**src/radix_digit_emitter_core_assert.svh**
```systemverilog
// ----------------------------------------------------------------------------
// Radix digit emitter assertion macros
// Shared concurrent assertion forms used by the emitter core.
// ----------------------------------------------------------------------------
`ifndef RADIX_DIGIT_EMITTER_CORE_ASSERT_SVH
`define RADIX_DIGIT_EMITTER_CORE_ASSERT_SVH

// Same-cycle implication, disabled while reset is asserted.
`define RDE_ASSERT_IMPLY(name, clk, rstn, ante, cons) \
  name: assert property (@(posedge clk) disable iff (!rstn) (ante) |-> (cons)) \
    else $error("rde: same-cycle check failed");

// Next-cycle implication, disabled while reset is asserted.
`define RDE_ASSERT_NEXT(name, clk, rstn, ante, cons) \
  name: assert property (@(posedge clk) disable iff (!rstn) (ante) |=> (cons)) \
    else $error("rde: next-cycle check failed");

`endif

```
**src/rde_pkg.sv**
```systemverilog
// ----------------------------------------------------------------------------
// Radix digit emitter package
// Shared types, constants and the digit glyph table.
// ----------------------------------------------------------------------------
package rde_pkg;

  localparam int VALUE_W    = 32;  // width of the input value field
  localparam int CHAR_W     = 7;   // width of an ASCII character
  localparam int DIGIT_W    = 4;   // width of one stored digit
  localparam int BASE_W     = 5;   // width of the base register
  localparam int STEPS      = 8;   // division bits retired per cycle
  localparam int DATA_W     = 32;  // configuration data width
  localparam int PADDR_W    = 3;   // configuration byte address width
  localparam int REG_IDX_W  = 1;   // register index bits above the byte offset

  localparam logic [BASE_W-1:0]    BASE_RESET  = 5'd10;
  localparam logic [BASE_W-1:0]    BASE_MIN    = 5'd2;
  localparam logic [BASE_W-1:0]    BASE_MAX    = 5'd16;
  localparam logic [REG_IDX_W-1:0] REG_IDX_BASE = 1'b0;

  localparam logic [CHAR_W-1:0] GLYPH_TABLE [16] = '{
    7'h30, 7'h31, 7'h32, 7'h33, 7'h34, 7'h35, 7'h36, 7'h37,
    7'h38, 7'h39, 7'h41, 7'h42, 7'h43, 7'h44, 7'h45, 7'h46
  };

  typedef enum logic [1:0] {
    ST_IDLE,
    ST_DIV,
    ST_POP,
    ST_EMIT
  } state_t;

  // Commands from the controller to the datapath.
  typedef struct packed {
    logic load_value;
    logic div_step;
    logic pop_read;
    logic out_load;
  } cmd_t;

  // Status from the datapath back to the controller.
  typedef struct packed {
    logic chunk_last;
    logic quot_zero;
    logic depth_zero;
    logic store_full;
    logic out_free;
  } status_t;

  function automatic logic [CHAR_W-1:0] glyph(input logic [DIGIT_W-1:0] d);
    return GLYPH_TABLE[d];
  endfunction

endpackage

```
**src/rde_stream_if.sv**
```systemverilog
// ----------------------------------------------------------------------------
// Radix digit emitter stream interfaces
// Valid/ready channels for the value input and the digit output.
// ----------------------------------------------------------------------------
interface rde_in_if;
  logic                        valid;
  logic                        ready;
  logic [rde_pkg::VALUE_W-1:0] value;

  modport source (output valid, output value, input ready);
  modport sink   (input valid, input value, output ready);
endinterface

interface rde_out_if;
  logic                       valid;
  logic                       ready;
  logic [rde_pkg::CHAR_W-1:0] digit_char;
  logic                       last_digit;

  modport source (output valid, output digit_char, output last_digit, input ready);
  modport sink   (input valid, input digit_char, input last_digit, output ready);
endinterface

```
**src/rde_cfg_regs.sv**
```systemverilog
// ----------------------------------------------------------------------------
// Radix digit emitter configuration registers
// APB-style register port holding the base register and its clamped value.
// ----------------------------------------------------------------------------
module rde_cfg_regs (
  input  logic                         clk,
  input  logic                         rst_n,
  input  logic                         psel,
  input  logic                         penable,
  input  logic                         pwrite,
  input  logic [rde_pkg::PADDR_W-1:0]  paddr,
  input  logic [rde_pkg::DATA_W-1:0]   pwdata,
  output logic [rde_pkg::DATA_W-1:0]   prdata,
  output logic                         pready,
  output logic [rde_pkg::BASE_W-1:0]   base_eff
);

  logic [rde_pkg::BASE_W-1:0]    base_r;
  logic [rde_pkg::BASE_W-1:0]    base_nxt;
  logic [rde_pkg::REG_IDX_W-1:0] reg_idx;
  logic                          wr_en;

  assign pready  = 1'b1;
  assign reg_idx = paddr[rde_pkg::PADDR_W-1:2];
  assign wr_en   = psel && penable && pwrite && (reg_idx == rde_pkg::REG_IDX_BASE);

  always_comb begin
    base_nxt = base_r;
    if (wr_en) begin
      base_nxt = pwdata[rde_pkg::BASE_W-1:0];
    end
  end

  always_ff @(posedge clk) begin
    if (!rst_n) begin
      base_r <= rde_pkg::BASE_RESET;
    end else begin
      base_r <= base_nxt;
    end
  end

  // Out-of-range settings fold onto the nearest legal radix.
  always_comb begin
    if (base_r < rde_pkg::BASE_MIN) begin
      base_eff = rde_pkg::BASE_MIN;
    end else if (base_r > rde_pkg::BASE_MAX) begin
      base_eff = rde_pkg::BASE_MAX;
    end else begin
      base_eff = base_r;
    end
  end

  always_comb begin
    prdata = '0;
    if (reg_idx == rde_pkg::REG_IDX_BASE) begin
      prdata = rde_pkg::DATA_W'(base_r);
    end
  end

endmodule

```
**src/rde_datapath.sv**
```systemverilog
// ----------------------------------------------------------------------------
// Radix digit emitter datapath
// Shared divider, digit stack memory and output register.
// ----------------------------------------------------------------------------
module rde_datapath #(
  parameter int VALUE_BITS = 32
) (
  input  logic                        clk,
  input  logic                        rst_n,
  input  rde_pkg::cmd_t               cmd,
  output rde_pkg::status_t            status,
  input  logic [rde_pkg::VALUE_W-1:0] value,
  input  logic [rde_pkg::BASE_W-1:0]  base_eff,
  input  logic                        out_ready,
  output logic                        out_valid,
  output logic [rde_pkg::CHAR_W-1:0]  out_char,
  output logic                        out_last
);

  // Only the low bits of the value take part; at most one digit per bit.
  localparam int NB     = (VALUE_BITS < rde_pkg::VALUE_W) ? VALUE_BITS : rde_pkg::VALUE_W;
  localparam int W      = ((NB + rde_pkg::STEPS - 1) / rde_pkg::STEPS) * rde_pkg::STEPS;
  localparam int CHUNKS = W / rde_pkg::STEPS;
  localparam int CW     = (CHUNKS > 1) ? $clog2(CHUNKS) : 1;
  localparam int IW     = $clog2(NB);
  localparam int DW     = $clog2(NB + 1);

  logic [W-1:0]                quot_r;
  logic [W-1:0]                quot_nxt;
  logic [rde_pkg::DIGIT_W-1:0] rem_r;
  logic [rde_pkg::DIGIT_W-1:0] rem_nxt;
  logic [CW-1:0]               chunk_r;
  logic [CW-1:0]               chunk_nxt;
  logic [DW-1:0]               depth_r;
  logic [DW-1:0]               depth_nxt;
  logic [rde_pkg::DIGIT_W-1:0] store [NB];
  logic [rde_pkg::DIGIT_W-1:0] rd_data_r;
  logic                        out_valid_r;
  logic                        out_valid_nxt;
  logic [rde_pkg::CHAR_W-1:0]  out_char_r;
  logic                        out_last_r;

  logic [W-1:0]                q_div;
  logic [rde_pkg::DIGIT_W-1:0] r_div;
  logic                        push_en;
  logic [DW-1:0]               top_idx;

  // Eight restoring division steps; the remainder always stays below the base.
  always_comb begin
    logic [W-1:0]                 q;
    logic [rde_pkg::DIGIT_W:0]    r;
    q = quot_r;
    r = {1'b0, rem_r};
    for (int j = 0; j < rde_pkg::STEPS; j++) begin
      r = {r[rde_pkg::DIGIT_W-1:0], q[W-1]};
      q = {q[W-2:0], 1'b0};
      if (r >= base_eff) begin
        r    = r - base_eff;
        q[0] = 1'b1;
      end
    end
    q_div = q;
    r_div = r[rde_pkg::DIGIT_W-1:0];
  end

  assign push_en = cmd.div_step && (chunk_r == CW'(CHUNKS - 1));
  assign top_idx = depth_r - DW'(1);

  always_comb begin
    quot_nxt  = quot_r;
    rem_nxt   = rem_r;
    chunk_nxt = chunk_r;
    depth_nxt = depth_r;
    if (cmd.load_value) begin
      quot_nxt  = W'(value[NB-1:0]);
      rem_nxt   = '0;
      chunk_nxt = '0;
      depth_nxt = '0;
    end else if (push_en) begin
      quot_nxt  = q_div;
      rem_nxt   = '0;
      chunk_nxt = '0;
      depth_nxt = depth_r + DW'(1);
    end else if (cmd.div_step) begin
      quot_nxt  = q_div;
      rem_nxt   = r_div;
      chunk_nxt = chunk_r + CW'(1);
    end else if (cmd.pop_read) begin
      depth_nxt = top_idx;
    end
  end

  always_ff @(posedge clk) begin
    quot_r <= quot_nxt;
    rem_r  <= rem_nxt;
  end

  always_ff @(posedge clk) begin
    if (!rst_n) begin
      chunk_r <= '0;
      depth_r <= '0;
    end else begin
      chunk_r <= chunk_nxt;
      depth_r <= depth_nxt;
    end
  end

  // Digit stack: one write port at the fill level, one registered read port.
  always_ff @(posedge clk) begin
    if (push_en) begin
      store[depth_r[IW-1:0]] <= r_div;
    end
  end

  always_ff @(posedge clk) begin
    if (cmd.pop_read) begin
      rd_data_r <= store[top_idx[IW-1:0]];
    end
  end

  always_comb begin
    out_valid_nxt = out_valid_r;
    if (cmd.out_load) begin
      out_valid_nxt = 1'b1;
    end else if (out_ready) begin
      out_valid_nxt = 1'b0;
    end
  end

  always_ff @(posedge clk) begin
    if (!rst_n) begin
      out_valid_r <= 1'b0;
    end else begin
      out_valid_r <= out_valid_nxt;
    end
  end

  always_ff @(posedge clk) begin
    if (cmd.out_load) begin
      out_char_r <= rde_pkg::glyph(rd_data_r);
      out_last_r <= (depth_r == '0);
    end
  end

  assign out_valid = out_valid_r;
  assign out_char  = out_char_r;
  assign out_last  = out_last_r;

  assign status.chunk_last = (chunk_r == CW'(CHUNKS - 1));
  assign status.quot_zero  = (q_div == '0);
  assign status.depth_zero = (depth_r == '0);
  assign status.store_full = (depth_r == DW'(NB));
  assign status.out_free   = !out_valid_r || out_ready;

endmodule

```
**src/rde_ctrl.sv**
```systemverilog
// ----------------------------------------------------------------------------
// Radix digit emitter controller
// Sequences loading, repeated division and popping of the digit stack.
// ----------------------------------------------------------------------------
module rde_ctrl (
  input  logic             clk,
  input  logic             rst_n,
  input  logic             in_valid,
  output logic             in_ready,
  input  rde_pkg::status_t status,
  output rde_pkg::cmd_t    cmd
);

  rde_pkg::state_t state_r;
  rde_pkg::state_t state_nxt;

  always_ff @(posedge clk) begin
    if (!rst_n) begin
      state_r <= rde_pkg::ST_IDLE;
    end else begin
      state_r <= state_nxt;
    end
  end

  always_comb begin
    state_nxt = state_r;
    in_ready  = 1'b0;
    cmd       = '0;
    case (state_r)
      rde_pkg::ST_IDLE: begin
        in_ready = 1'b1;
        if (in_valid) begin
          cmd.load_value = 1'b1;
          state_nxt      = rde_pkg::ST_DIV;
        end
      end
      rde_pkg::ST_DIV: begin
        cmd.div_step = 1'b1;
        if (status.chunk_last && status.quot_zero) begin
          state_nxt = rde_pkg::ST_POP;
        end
      end
      rde_pkg::ST_POP: begin
        cmd.pop_read = 1'b1;
        state_nxt    = rde_pkg::ST_EMIT;
      end
      rde_pkg::ST_EMIT: begin
        if (status.out_free) begin
          cmd.out_load = 1'b1;
          if (status.depth_zero) begin
            state_nxt = rde_pkg::ST_IDLE;
          end else begin
            cmd.pop_read = 1'b1;
          end
        end
      end
      default: begin
        state_nxt = rde_pkg::ST_IDLE;
      end
    endcase
  end

endmodule

```
**src/radix_digit_emitter_core.sv**
```systemverilog
// ----------------------------------------------------------------------------
// Radix digit emitter core
// Converts an unsigned value to ASCII digits in a configurable base, most
// significant digit first, one output word per digit.
// ----------------------------------------------------------------------------
//
//   Channel    Direction  Handshake            Word contents
//   in_word    input      valid/ready          value
//   out_word   output     valid/ready          digit_char, last_digit
//   config     input      APB write/read       base (address 0)
//
// An item is loaded, then divided once per digit, each division working
// through CHUNKS chunks, where CHUNKS is the value width rounded up to a
// multiple of eight, divided by eight; then the stack is read and digits
// are emitted one per cycle while the output is not stalled.
// The shared divider retires eight quotient bits per cycle and sets the pace.
// Reset is synchronous and active low; it leaves the base at ten and the
// digit stack empty. A stalled output only holds the emit phase; the next
// input word is taken as soon as the last digit of a run sits in the
// output register.
// ----------------------------------------------------------------------------
`include "radix_digit_emitter_core_assert.svh"

module radix_digit_emitter_core #(
  parameter int VALUE_BITS = 32
) (
  input  logic                         clk,
  input  logic                         rst_n,
  rde_in_if.sink                       in_word,
  rde_out_if.source                    out_word,
  input  logic                         psel,
  input  logic                         penable,
  input  logic                         pwrite,
  input  logic [rde_pkg::PADDR_W-1:0]  paddr,
  input  logic [rde_pkg::DATA_W-1:0]   pwdata,
  output logic [rde_pkg::DATA_W-1:0]   prdata,
  output logic                         pready
);

  rde_pkg::cmd_t              cmd;
  rde_pkg::status_t           status;
  logic [rde_pkg::BASE_W-1:0] base_eff;
  logic                       in_ready;
  logic                       out_valid;
  logic [rde_pkg::CHAR_W-1:0] out_char;
  logic                       out_last;

  // The base register; values outside two through sixteen are clamped here
  // so the divider only ever sees a legal radix.
  rde_cfg_regs u_cfg (
    .clk      (clk),
    .rst_n    (rst_n),
    .psel     (psel),
    .penable  (penable),
    .pwrite   (pwrite),
    .paddr    (paddr),
    .pwdata   (pwdata),
    .prdata   (prdata),
    .pready   (pready),
    .base_eff (base_eff)
  );

  // The controller walks one word through load, divide, pop and emit.
  rde_ctrl u_ctrl (
    .clk      (clk),
    .rst_n    (rst_n),
    .in_valid (in_word.valid),
    .in_ready (in_ready),
    .status   (status),
    .cmd      (cmd)
  );

  // The datapath divides repeatedly, pushing each remainder onto the digit
  // stack, and then pops the stack into the output register so digits leave
  // most significant first. A zero value divides once and yields one '0'.
  rde_datapath #(
    .VALUE_BITS (VALUE_BITS)
  ) u_dp (
    .clk       (clk),
    .rst_n     (rst_n),
    .cmd       (cmd),
    .status    (status),
    .value     (in_word.value),
    .base_eff  (base_eff),
    .out_ready (out_word.ready),
    .out_valid (out_valid),
    .out_char  (out_char),
    .out_last  (out_last)
  );

  assign in_word.ready       = in_ready;
  assign out_word.valid      = out_valid;
  assign out_word.digit_char = out_char;
  assign out_word.last_digit = out_last;

  // Once a word is taken the block is busy until its last digit is loaded into the output register.
  `RDE_ASSERT_NEXT(a_busy_after_accept, clk, rst_n, in_word.valid && in_word.ready, !in_word.ready)
  // The stack is never popped when empty.
  `RDE_ASSERT_IMPLY(a_pop_not_empty, clk, rst_n, cmd.pop_read, !status.depth_zero)
  // A digit is loaded only when the output register is free or draining.
  `RDE_ASSERT_IMPLY(a_load_slot_free, clk, rst_n, cmd.out_load, status.out_free)
  // A remainder push always finds room on the stack.
  `RDE_ASSERT_IMPLY(a_push_has_room, clk, rst_n, cmd.div_step && status.chunk_last, !status.store_full)

endmodule

```
**src/flat_wrapper.sv**
```systemverilog
// flat-port wrapper written by rule: the top's interface ports become plain ports
module radix_digit_emitter_core_flat 
#(
  parameter int VALUE_BITS = 32
)
  (clk, rst_n, psel, penable, pwrite, paddr, pwdata, prdata, pready, in_word_valid, in_word_value, in_word_ready, out_word_valid, out_word_digit_char, out_word_last_digit, out_word_ready);
  rde_in_if in_word_i ();
  rde_out_if out_word_i ();
  input  logic clk;
  input  logic rst_n;
  input  logic psel;
  input  logic penable;
  input  logic pwrite;
  input  logic [rde_pkg::PADDR_W-1:0] paddr;
  input  logic [rde_pkg::DATA_W-1:0] pwdata;
  output logic [rde_pkg::DATA_W-1:0] prdata;
  output logic pready;
  input wire logic [$bits(in_word_i.valid)-1:0] in_word_valid;
  input wire logic [$bits(in_word_i.value)-1:0] in_word_value;
  output wire logic [$bits(in_word_i.ready)-1:0] in_word_ready;
  output wire logic [$bits(out_word_i.valid)-1:0] out_word_valid;
  output wire logic [$bits(out_word_i.digit_char)-1:0] out_word_digit_char;
  output wire logic [$bits(out_word_i.last_digit)-1:0] out_word_last_digit;
  input wire logic [$bits(out_word_i.ready)-1:0] out_word_ready;
  assign in_word_i.valid = in_word_valid;
  assign in_word_i.value = in_word_value;
  assign in_word_ready = in_word_i.ready;
  assign out_word_valid = out_word_i.valid;
  assign out_word_digit_char = out_word_i.digit_char;
  assign out_word_last_digit = out_word_i.last_digit;
  assign out_word_i.ready = out_word_ready;
  radix_digit_emitter_core #(.VALUE_BITS(VALUE_BITS)) u_core (.clk(clk), .rst_n(rst_n), .in_word(in_word_i), .out_word(out_word_i), .psel(psel), .penable(penable), .pwrite(pwrite), .paddr(paddr), .pwdata(pwdata), .prdata(prdata), .pready(pready));
endmodule
```
**config.mk**
```make
export PLATFORM = sky130hd
export DESIGN_NAME = radix_digit_emitter_core_flat
export DESIGN_NICKNAME = d
export VERILOG_FILES = /design/src/rde_pkg.sv /design/src/rde_stream_if.sv /design/src/rde_cfg_regs.sv /design/src/rde_datapath.sv /design/src/rde_ctrl.sv /design/src/radix_digit_emitter_core.sv /design/src/flat_wrapper.sv
export VERILOG_INCLUDE_DIRS = /design/src /design/src/src
export SDC_FILE = /design/constraint.sdc
export NUM_CORES = 1
export LEC_CHECK = 0
export BUFFER_PORTS_ARGS = -buffer_cell sky130_fd_sc_hd__buf_2
export CAP_MARGIN = 5
export CORE_MARGIN = 1
export CORE_UTILIZATION = 64
export DETAILED_ROUTE_END_ITERATION = 6
export PLACE_DENSITY_LB_ADDON = 0.12
export SYNTH_ARGS = -nofsm -noshare
export SYNTH_HDL_FRONTEND = slang
export SYNTH_HIERARCHICAL = 1
export SYNTH_SLANG_ARGS = --single-unit
```
**constraint.sdc**
```tcl
create_clock -name clk -period 38.3 [get_ports clk]
set_input_delay 1.915 -clock clk [delete_from_list [all_inputs] [get_ports clk]]
set_output_delay 1.915 -clock clk [all_outputs]
set_load 0.005 [all_outputs]
```
# After elaboration in Yosys (flattened, before gate mapping)
# Memory sizes are Yosys's and may differ from the RTL's. A register that Yosys moved wholly into a read port is not among the register bits.
# Index checks and enable logic that the tools add are counted.
dict set report totals {
  regBits 53
  mem_bits_rw 128
  rom_bits 112
  in_bits 74
  out_inout_bits 43
  wordCells 103
  n_memories 2
}
dict set report op_classes {
  add_sub_neg 11
  n_lt_le_gt_ge 10
  n_eq_ne 9
  mux 42
  bitwise_logic 3
  reduce_logical 18
}
# memory depth word_bits read_ports rd_ports_with_merged_regs wr line_no
set memory_table {}
lappend memory_table {u_core.u_dp.store 32 4 1 1 1 rde_datapath.sv:36} ;# logic [rde_pkg::DIGIT_W-1:0] store [NB];
lappend memory_table {{(name not given)} 16 7 1 1 0 rde_pkg.sv:51} ;# return GLYPH_TABLE[d];
# cell n
set op_table {}
lappend op_table {{$mux W32} 3}
lappend op_table {{$ge A5 B5 Y1} 8}
lappend op_table {{$logic_not A32 Y1} 1}
lappend op_table {{$mux W4} 8}
lappend op_table {{$sub A4 B4 Y4} 8}
lappend op_table {{$mux W1} 18}
lappend op_table {{$mux W6} 3}
lappend op_table {{$mux W5} 3}
lappend op_table {{$mux W2} 5}
lappend op_table {{$pmux W2 S4} 1}
lappend op_table {{$add A6 B1 Y6 const B} 1}
lappend op_table {{$eq A2 B2 Y1 const B} 3}
lappend op_table {{$logic_not A6 Y1} 1}
lappend op_table {{$ne A2 B1 Y1 const B} 3}
lappend op_table {{$sub A6 B1 Y6 const B} 1}
lappend op_table {{$gt A5 B5 Y1 const B} 1}
lappend op_table {{$logic_and A1 B1 Y1} 5}
lappend op_table {{$lt A5 B2 Y1 const B} 1}
lappend op_table {{$not A4 Y5} 1}
lappend op_table {{$ne A2 B2 Y1 const B} 2}
lappend op_table {{$reduce_and A4 Y1} 1}
lappend op_table {{$reduce_bool A2 Y1} 2}
lappend op_table {{$reduce_or A2 Y1} 2}
lappend op_table {{$reduce_bool A3 Y1} 1}
lappend op_table {{9 further kinds} 10}

# Depth between registers and ports, before layout
dict set report depth {
  ltp_word 23
  depth_mapped 57
  ltp_nobuf 54
}

# Hierarchy
# Netlist, hierarchy kept.
# mod instances cells_each area_each_um2 seq_area_each_um2
set by_module_without_submodules {}
lappend by_module_without_submodules {rde_datapath 1 651 9506.6 5395.2}
lappend by_module_without_submodules {rde_cfg_regs 1 65 526.8 100.1}
lappend by_module_without_submodules {rde_ctrl 1 22 187.7 40.0}

# Worst setup path before layout
# OpenSTA, ideal clock, no wires.
dict set report synth_timing {
  path_type {reg2reg}
  start {reg u_core/u_cfg/base_r[2] (netlist bit)}
  end {mem u_core/u_dp/store[0][1] (netlist bit), data pin}
  setup_time_ns 0.377
  t_arrival_ns 11.766
  t_required_ns 37.923
  slack_ns 26.158
  stages_incl_launch_ff 48
  path_buffers 4
  synth_period_minus_slack_ns 12.142
  path_cell_list {dfxtp_1 o21ba_2 nor2_1 inv_1 ha_1 nand2b_1 a21oi_1 o22ai_1 mux2_2 ha_1 o21ai_0 a21oi_1 o22ai_2 mux2i_1 ha_1 nor2b_1 o31ai_1 a31o_2 (+12 left out) o21a_1 ha_1 nand2_1 o21ai_0 a31o_2 buf_2 mux2_2 ha_1 and2_1 a221o_1 buf_2 o31ai_1 ha_1 a21o_1 a31oi_1 o21ai_0 clkbuf_1 a21oi_1}
}
dict set report synth_via {
  elab_chain_cells 19
  word_cells_on_any_way 28
  classes_between {8 x add/sub; 10 x order compare; 10 x mux}
}
# item line_no
set synth_lines {}
lappend synth_lines {{from (decl)} rde_cfg_regs.sv:18} ;# logic [rde_pkg::BASE_W-1:0] base_r;
lappend synth_lines {{from (signal assigned)} rde_cfg_regs.sv:36} ;# base_r <= rde_pkg::BASE_RESET;
lappend synth_lines {{from (signal assigned)} rde_cfg_regs.sv:38} ;# base_r <= base_nxt;
lappend synth_lines {{$gt A5 B5 Y1} rde_cfg_regs.sv:46} ;# end else if (base_r > rde_pkg::BASE_MAX) begin
lappend synth_lines {{$mux W5} rde_cfg_regs.sv:46}
lappend synth_lines {{$mux W5 (*)} rde_cfg_regs.sv:44} ;# if (base_r < rde_pkg::BASE_MIN) begin
lappend synth_lines {{net u_core.base_eff (one bit)} radix_digit_emitter_core.sv:42} ;# logic [rde_pkg::BASE_W-1:0] base_eff;
lappend synth_lines {{$sub A4 B4 Y4 / $ge A5 B5 Y1 (equally long branches)} {rde_datapath.sv:58, rde_datapath.sv:57}}
lappend synth_lines {{$mux W4} rde_datapath.sv:57} ;# if (r >= base_eff) begin
lappend synth_lines {{$sub A4 B4 Y4 / $ge A5 B5 Y1 (equally long branches)} {rde_datapath.sv:58, rde_datapath.sv:57}}
lappend synth_lines {{$mux W4} rde_datapath.sv:57}
lappend synth_lines {{(+5 left out)} -}
lappend synth_lines {{$mux W4} rde_datapath.sv:57}
lappend synth_lines {{$sub A4 B4 Y4 / $ge A5 B5 Y1 (equally long branches)} {rde_datapath.sv:58, rde_datapath.sv:57}}
lappend synth_lines {{$mux W4} rde_datapath.sv:57}
lappend synth_lines {{$ge A5 B5 Y1 / $sub A4 B4 Y4 (equally long branches)} {rde_datapath.sv:57, rde_datapath.sv:58}}
lappend synth_lines {{$mux W4} rde_datapath.sv:57}
lappend synth_lines {{$sub A4 B4 Y4 / $ge A5 B5 Y1 (equally long branches)} {rde_datapath.sv:58, rde_datapath.sv:57}}
lappend synth_lines {{$mux W4 (*)} rde_datapath.sv:57}
lappend synth_lines {{net u_core.u_dp.r_div (one bit)} rde_datapath.sv:44} ;# logic [rde_pkg::DIGIT_W-1:0] r_div;
lappend synth_lines {{to (decl)} rde_datapath.sv:36}
# Mark *: on every way through the listed nets, which the timed path passes. The rest lies on a longest branch.

# Final worst setup path
dict set report layout_timing {
  start {reg u_core/u_cfg/base_r[1] (netlist bit)}
  end {mem u_core/u_dp/store[13][0] (netlist bit), data pin}
}
dict set report layout_via {
  elab_chain_cells 19
  word_cells_on_any_way 28
  classes_between {8 x add/sub; 10 x order compare; 10 x mux}
}
# item line_no
set layout_lines {}
lappend layout_lines {{$gt A5 B5 Y1} rde_cfg_regs.sv:46}
lappend layout_lines {{$mux W5} rde_cfg_regs.sv:46}
lappend layout_lines {{$mux W5 (*)} rde_cfg_regs.sv:44}
lappend layout_lines {{net u_core.base_eff (one bit)} radix_digit_emitter_core.sv:42}
lappend layout_lines {{$sub A4 B4 Y4 / $ge A5 B5 Y1 (equally long branches)} {rde_datapath.sv:58, rde_datapath.sv:57}}
lappend layout_lines {{$mux W4} rde_datapath.sv:57}
lappend layout_lines {{$sub A4 B4 Y4 / $ge A5 B5 Y1 (equally long branches)} {rde_datapath.sv:58, rde_datapath.sv:57}}
lappend layout_lines {{$mux W4} rde_datapath.sv:57}
lappend layout_lines {{(+5 left out)} -}
lappend layout_lines {{$mux W4} rde_datapath.sv:57}
lappend layout_lines {{$sub A4 B4 Y4 / $ge A5 B5 Y1 (equally long branches)} {rde_datapath.sv:58, rde_datapath.sv:57}}
lappend layout_lines {{$mux W4} rde_datapath.sv:57}
lappend layout_lines {{$sub A4 B4 Y4 / $ge A5 B5 Y1 (equally long branches)} {rde_datapath.sv:58, rde_datapath.sv:57}}
lappend layout_lines {{$mux W4} rde_datapath.sv:57}
lappend layout_lines {{$ge A5 B5 Y1 (*)} rde_datapath.sv:57}
lappend layout_lines {{$mux W4 (*)} rde_datapath.sv:57}
lappend layout_lines {{net u_core.u_dp.r_div (one bit)} rde_datapath.sv:44}
# Marks and branches as above.

==> impl_metrics.yaml <==
run_status:
  status: "finished clean"
floorplan:
  io_pins: 117
  num_rows: 45
  die_w_um: 128
  start_util_pct: 66.4
  die_area_sq_um: 16500
  die_y_um: 128
  coreArea_sq_um: 15400
detailed_routing:
  firstDrtPassIters: 5
  met3_length_um: 1200
  drt-vias-per-instance: 6.00
  post-route-drc-count: 0
  wl_met2_um: 9940
  vias: 6109
  ant_nets: 0
  wl_um: 20100
  drtIter0Drc: 522
  wire_per_inst_um: 19.8
  highest_layer: "met4"
  wl_met1_um: 8820
sta:
  drv_slew: 0
  max-slew-margin-rel_pct: 22.1
  period_share_pct: 36.3
  tightest_slew_ps: 1160
  min_period_ps: 13900
  max_freq_mhz: 71.9
  finClkSkew_ps: 12.6
  rsz0062_at_grt: "false"
  finalHoldViolCount: 0
  setup_viol: 0
  finalSetupTns_ps: 0
clock_network:
  postCtsSetupBuffers: 0
  clk_pin_slew_ps: 70
  htree_levels: 4
  ctsResizeCount: 0
  cts_sinks: 191
  ctsLongestPathBuffers: 2
  cts_tree: "done"
  cts_root_buf: "clkbuf_16"
  clk_latency_ps: 440
  cts-buffers-inserted: 17
  cts_hold_buf: 0
logic_synthesis:
  syn_area_sq_um: 10200
  yosysWarnings: 6
  avgSynthCellArea_sq_um: 13.9
  syn_inst: 737
global_routing:
  grt_pass1_vias: 6209
  grt_start_max_net_pins: 39
  overflow: 0
  grtUsageTotal_pct: 26.5
  grt_pass1_wl_um: 32100
  antenna_found_initial: 0
place:
  port_buffers: 59
  dp_hpwl_um: 14000
  gp_congestion: 0.835
setup_path:
  cp_slowest_cell: "inv_1"
  arrival_ps: 14000
  crit_path_max_fanout: 32
  max_stage_delay_ps: 710
  start_kind: "flop"
  endpoint_kind: "flop"
  crit_top_cell: "ha_1"
  worstPathRequired_ps: 38400
  crit_type: "reg2reg"
cells_and_area:
  area_growth_pct: 8.87
  n_antenna_cell: 0
  post-route-util_pct: 72.3
  nets: 928
  drive_above_1_share_pct: 21.8
worst_hold_path:
  min_path_type: "reg2reg"
run:
  maxCapViolCount: 0
==> cell usage in the layout (no fill, tap or decap), types with 20 or more instances in the layout <==
cell      count
mux4_1       22
nor2_1       62
inv_1        42
edfxtp_1    171
ha_1         52
a21oi_1      20
mux2_2       41
buf_2        59
nand2_1      42
conb_1       28
==> final cells by class <==
cell class	instances	area, sq um
inverter	42	158
clock inverter	15	153
clock buffer	17	425
timing repair buffer	66	348
sequential	191	5540
multi-input combinational	476	4230
tap	211	264
fill	1039	4250
==> per-layer routing <==
metal  vias to the layer above  track usage, %
met1                      3016            35.9
li1                       2845               -
met2                       229            44.0
met5                         -               0
met4                         0            6.37
met3                        19            6.14
==> worst paths after layout <==
path	to	cells past startpoint	startpoint	slack, ps
setup / recovery	u_core/u_dp/store[13][0]$_DFFE_PP_	47	u_core/u_cfg/base_r[1]$_SDFFE_PN1P_	24400
hold reg to reg	u_core/u_cfg/base_r[0]$_SDFFE_PN0P_	2	u_core/u_cfg/base_r[0]$_SDFFE_PN0P_	480
setup reg to reg	u_core/u_dp/store[13][0]$_DFFE_PP_	47	u_core/u_cfg/base_r[1]$_SDFFE_PN1P_	24400
hold / removal	u_core/u_cfg/base_r[0]$_SDFFE_PN0P_	2	u_core/u_cfg/base_r[0]$_SDFFE_PN0P_	480
==> state kept, by name (all words and copies together), names as in the netlist <==
register	flops
u_core/u_cfg/base_r	5
u_core/u_ctrl/state_r	2
u_core/u_dp/chunk_r	2
u_core/u_dp/depth_r	6
u_core/u_dp/out_char	6
u_core/u_dp/out_last	1
u_core/u_dp/out_valid	1
u_core/u_dp/quot_r	32
u_core/u_dp/rd_data_r	4
u_core/u_dp/rem_r	4
u_core/u_dp/store	128
==> critical path: cells and delay by family, from the launching register on <==
kind                     cells  cell delay, ps
AO/OA/AOI/OAI               26            7130
adder cells (fa/ha/maj)      8            2570
buffers and inverters        4            1590
flip-flops                   1             350
multiplexers                 3            1170
AND/OR/NAND/NOR              6             690
==> stage by stage <==
| step | std cells | setup slack, ps | hold slack, ps | instance area [sq um] |
|---|---|---|---|---|
| final | 1018 | 24400 | 481 | 11100 |
| after global placement | 986 | 25210 | 455 | 10500 |
| after floorplan | 763 | 26160 | 439 | 10300 |
| after CTS | 1018 | 24570 | 479 | 11100 |
| after detailed placement | 986 | 24680 | 469 | 10500 |
| after global routing | 1018 | 23390 | 490 | 11100 |
Power is left out: the tool's default activity adds up to more than one toggle a clock period on the data nets, which glitch-free logic cannot reach.
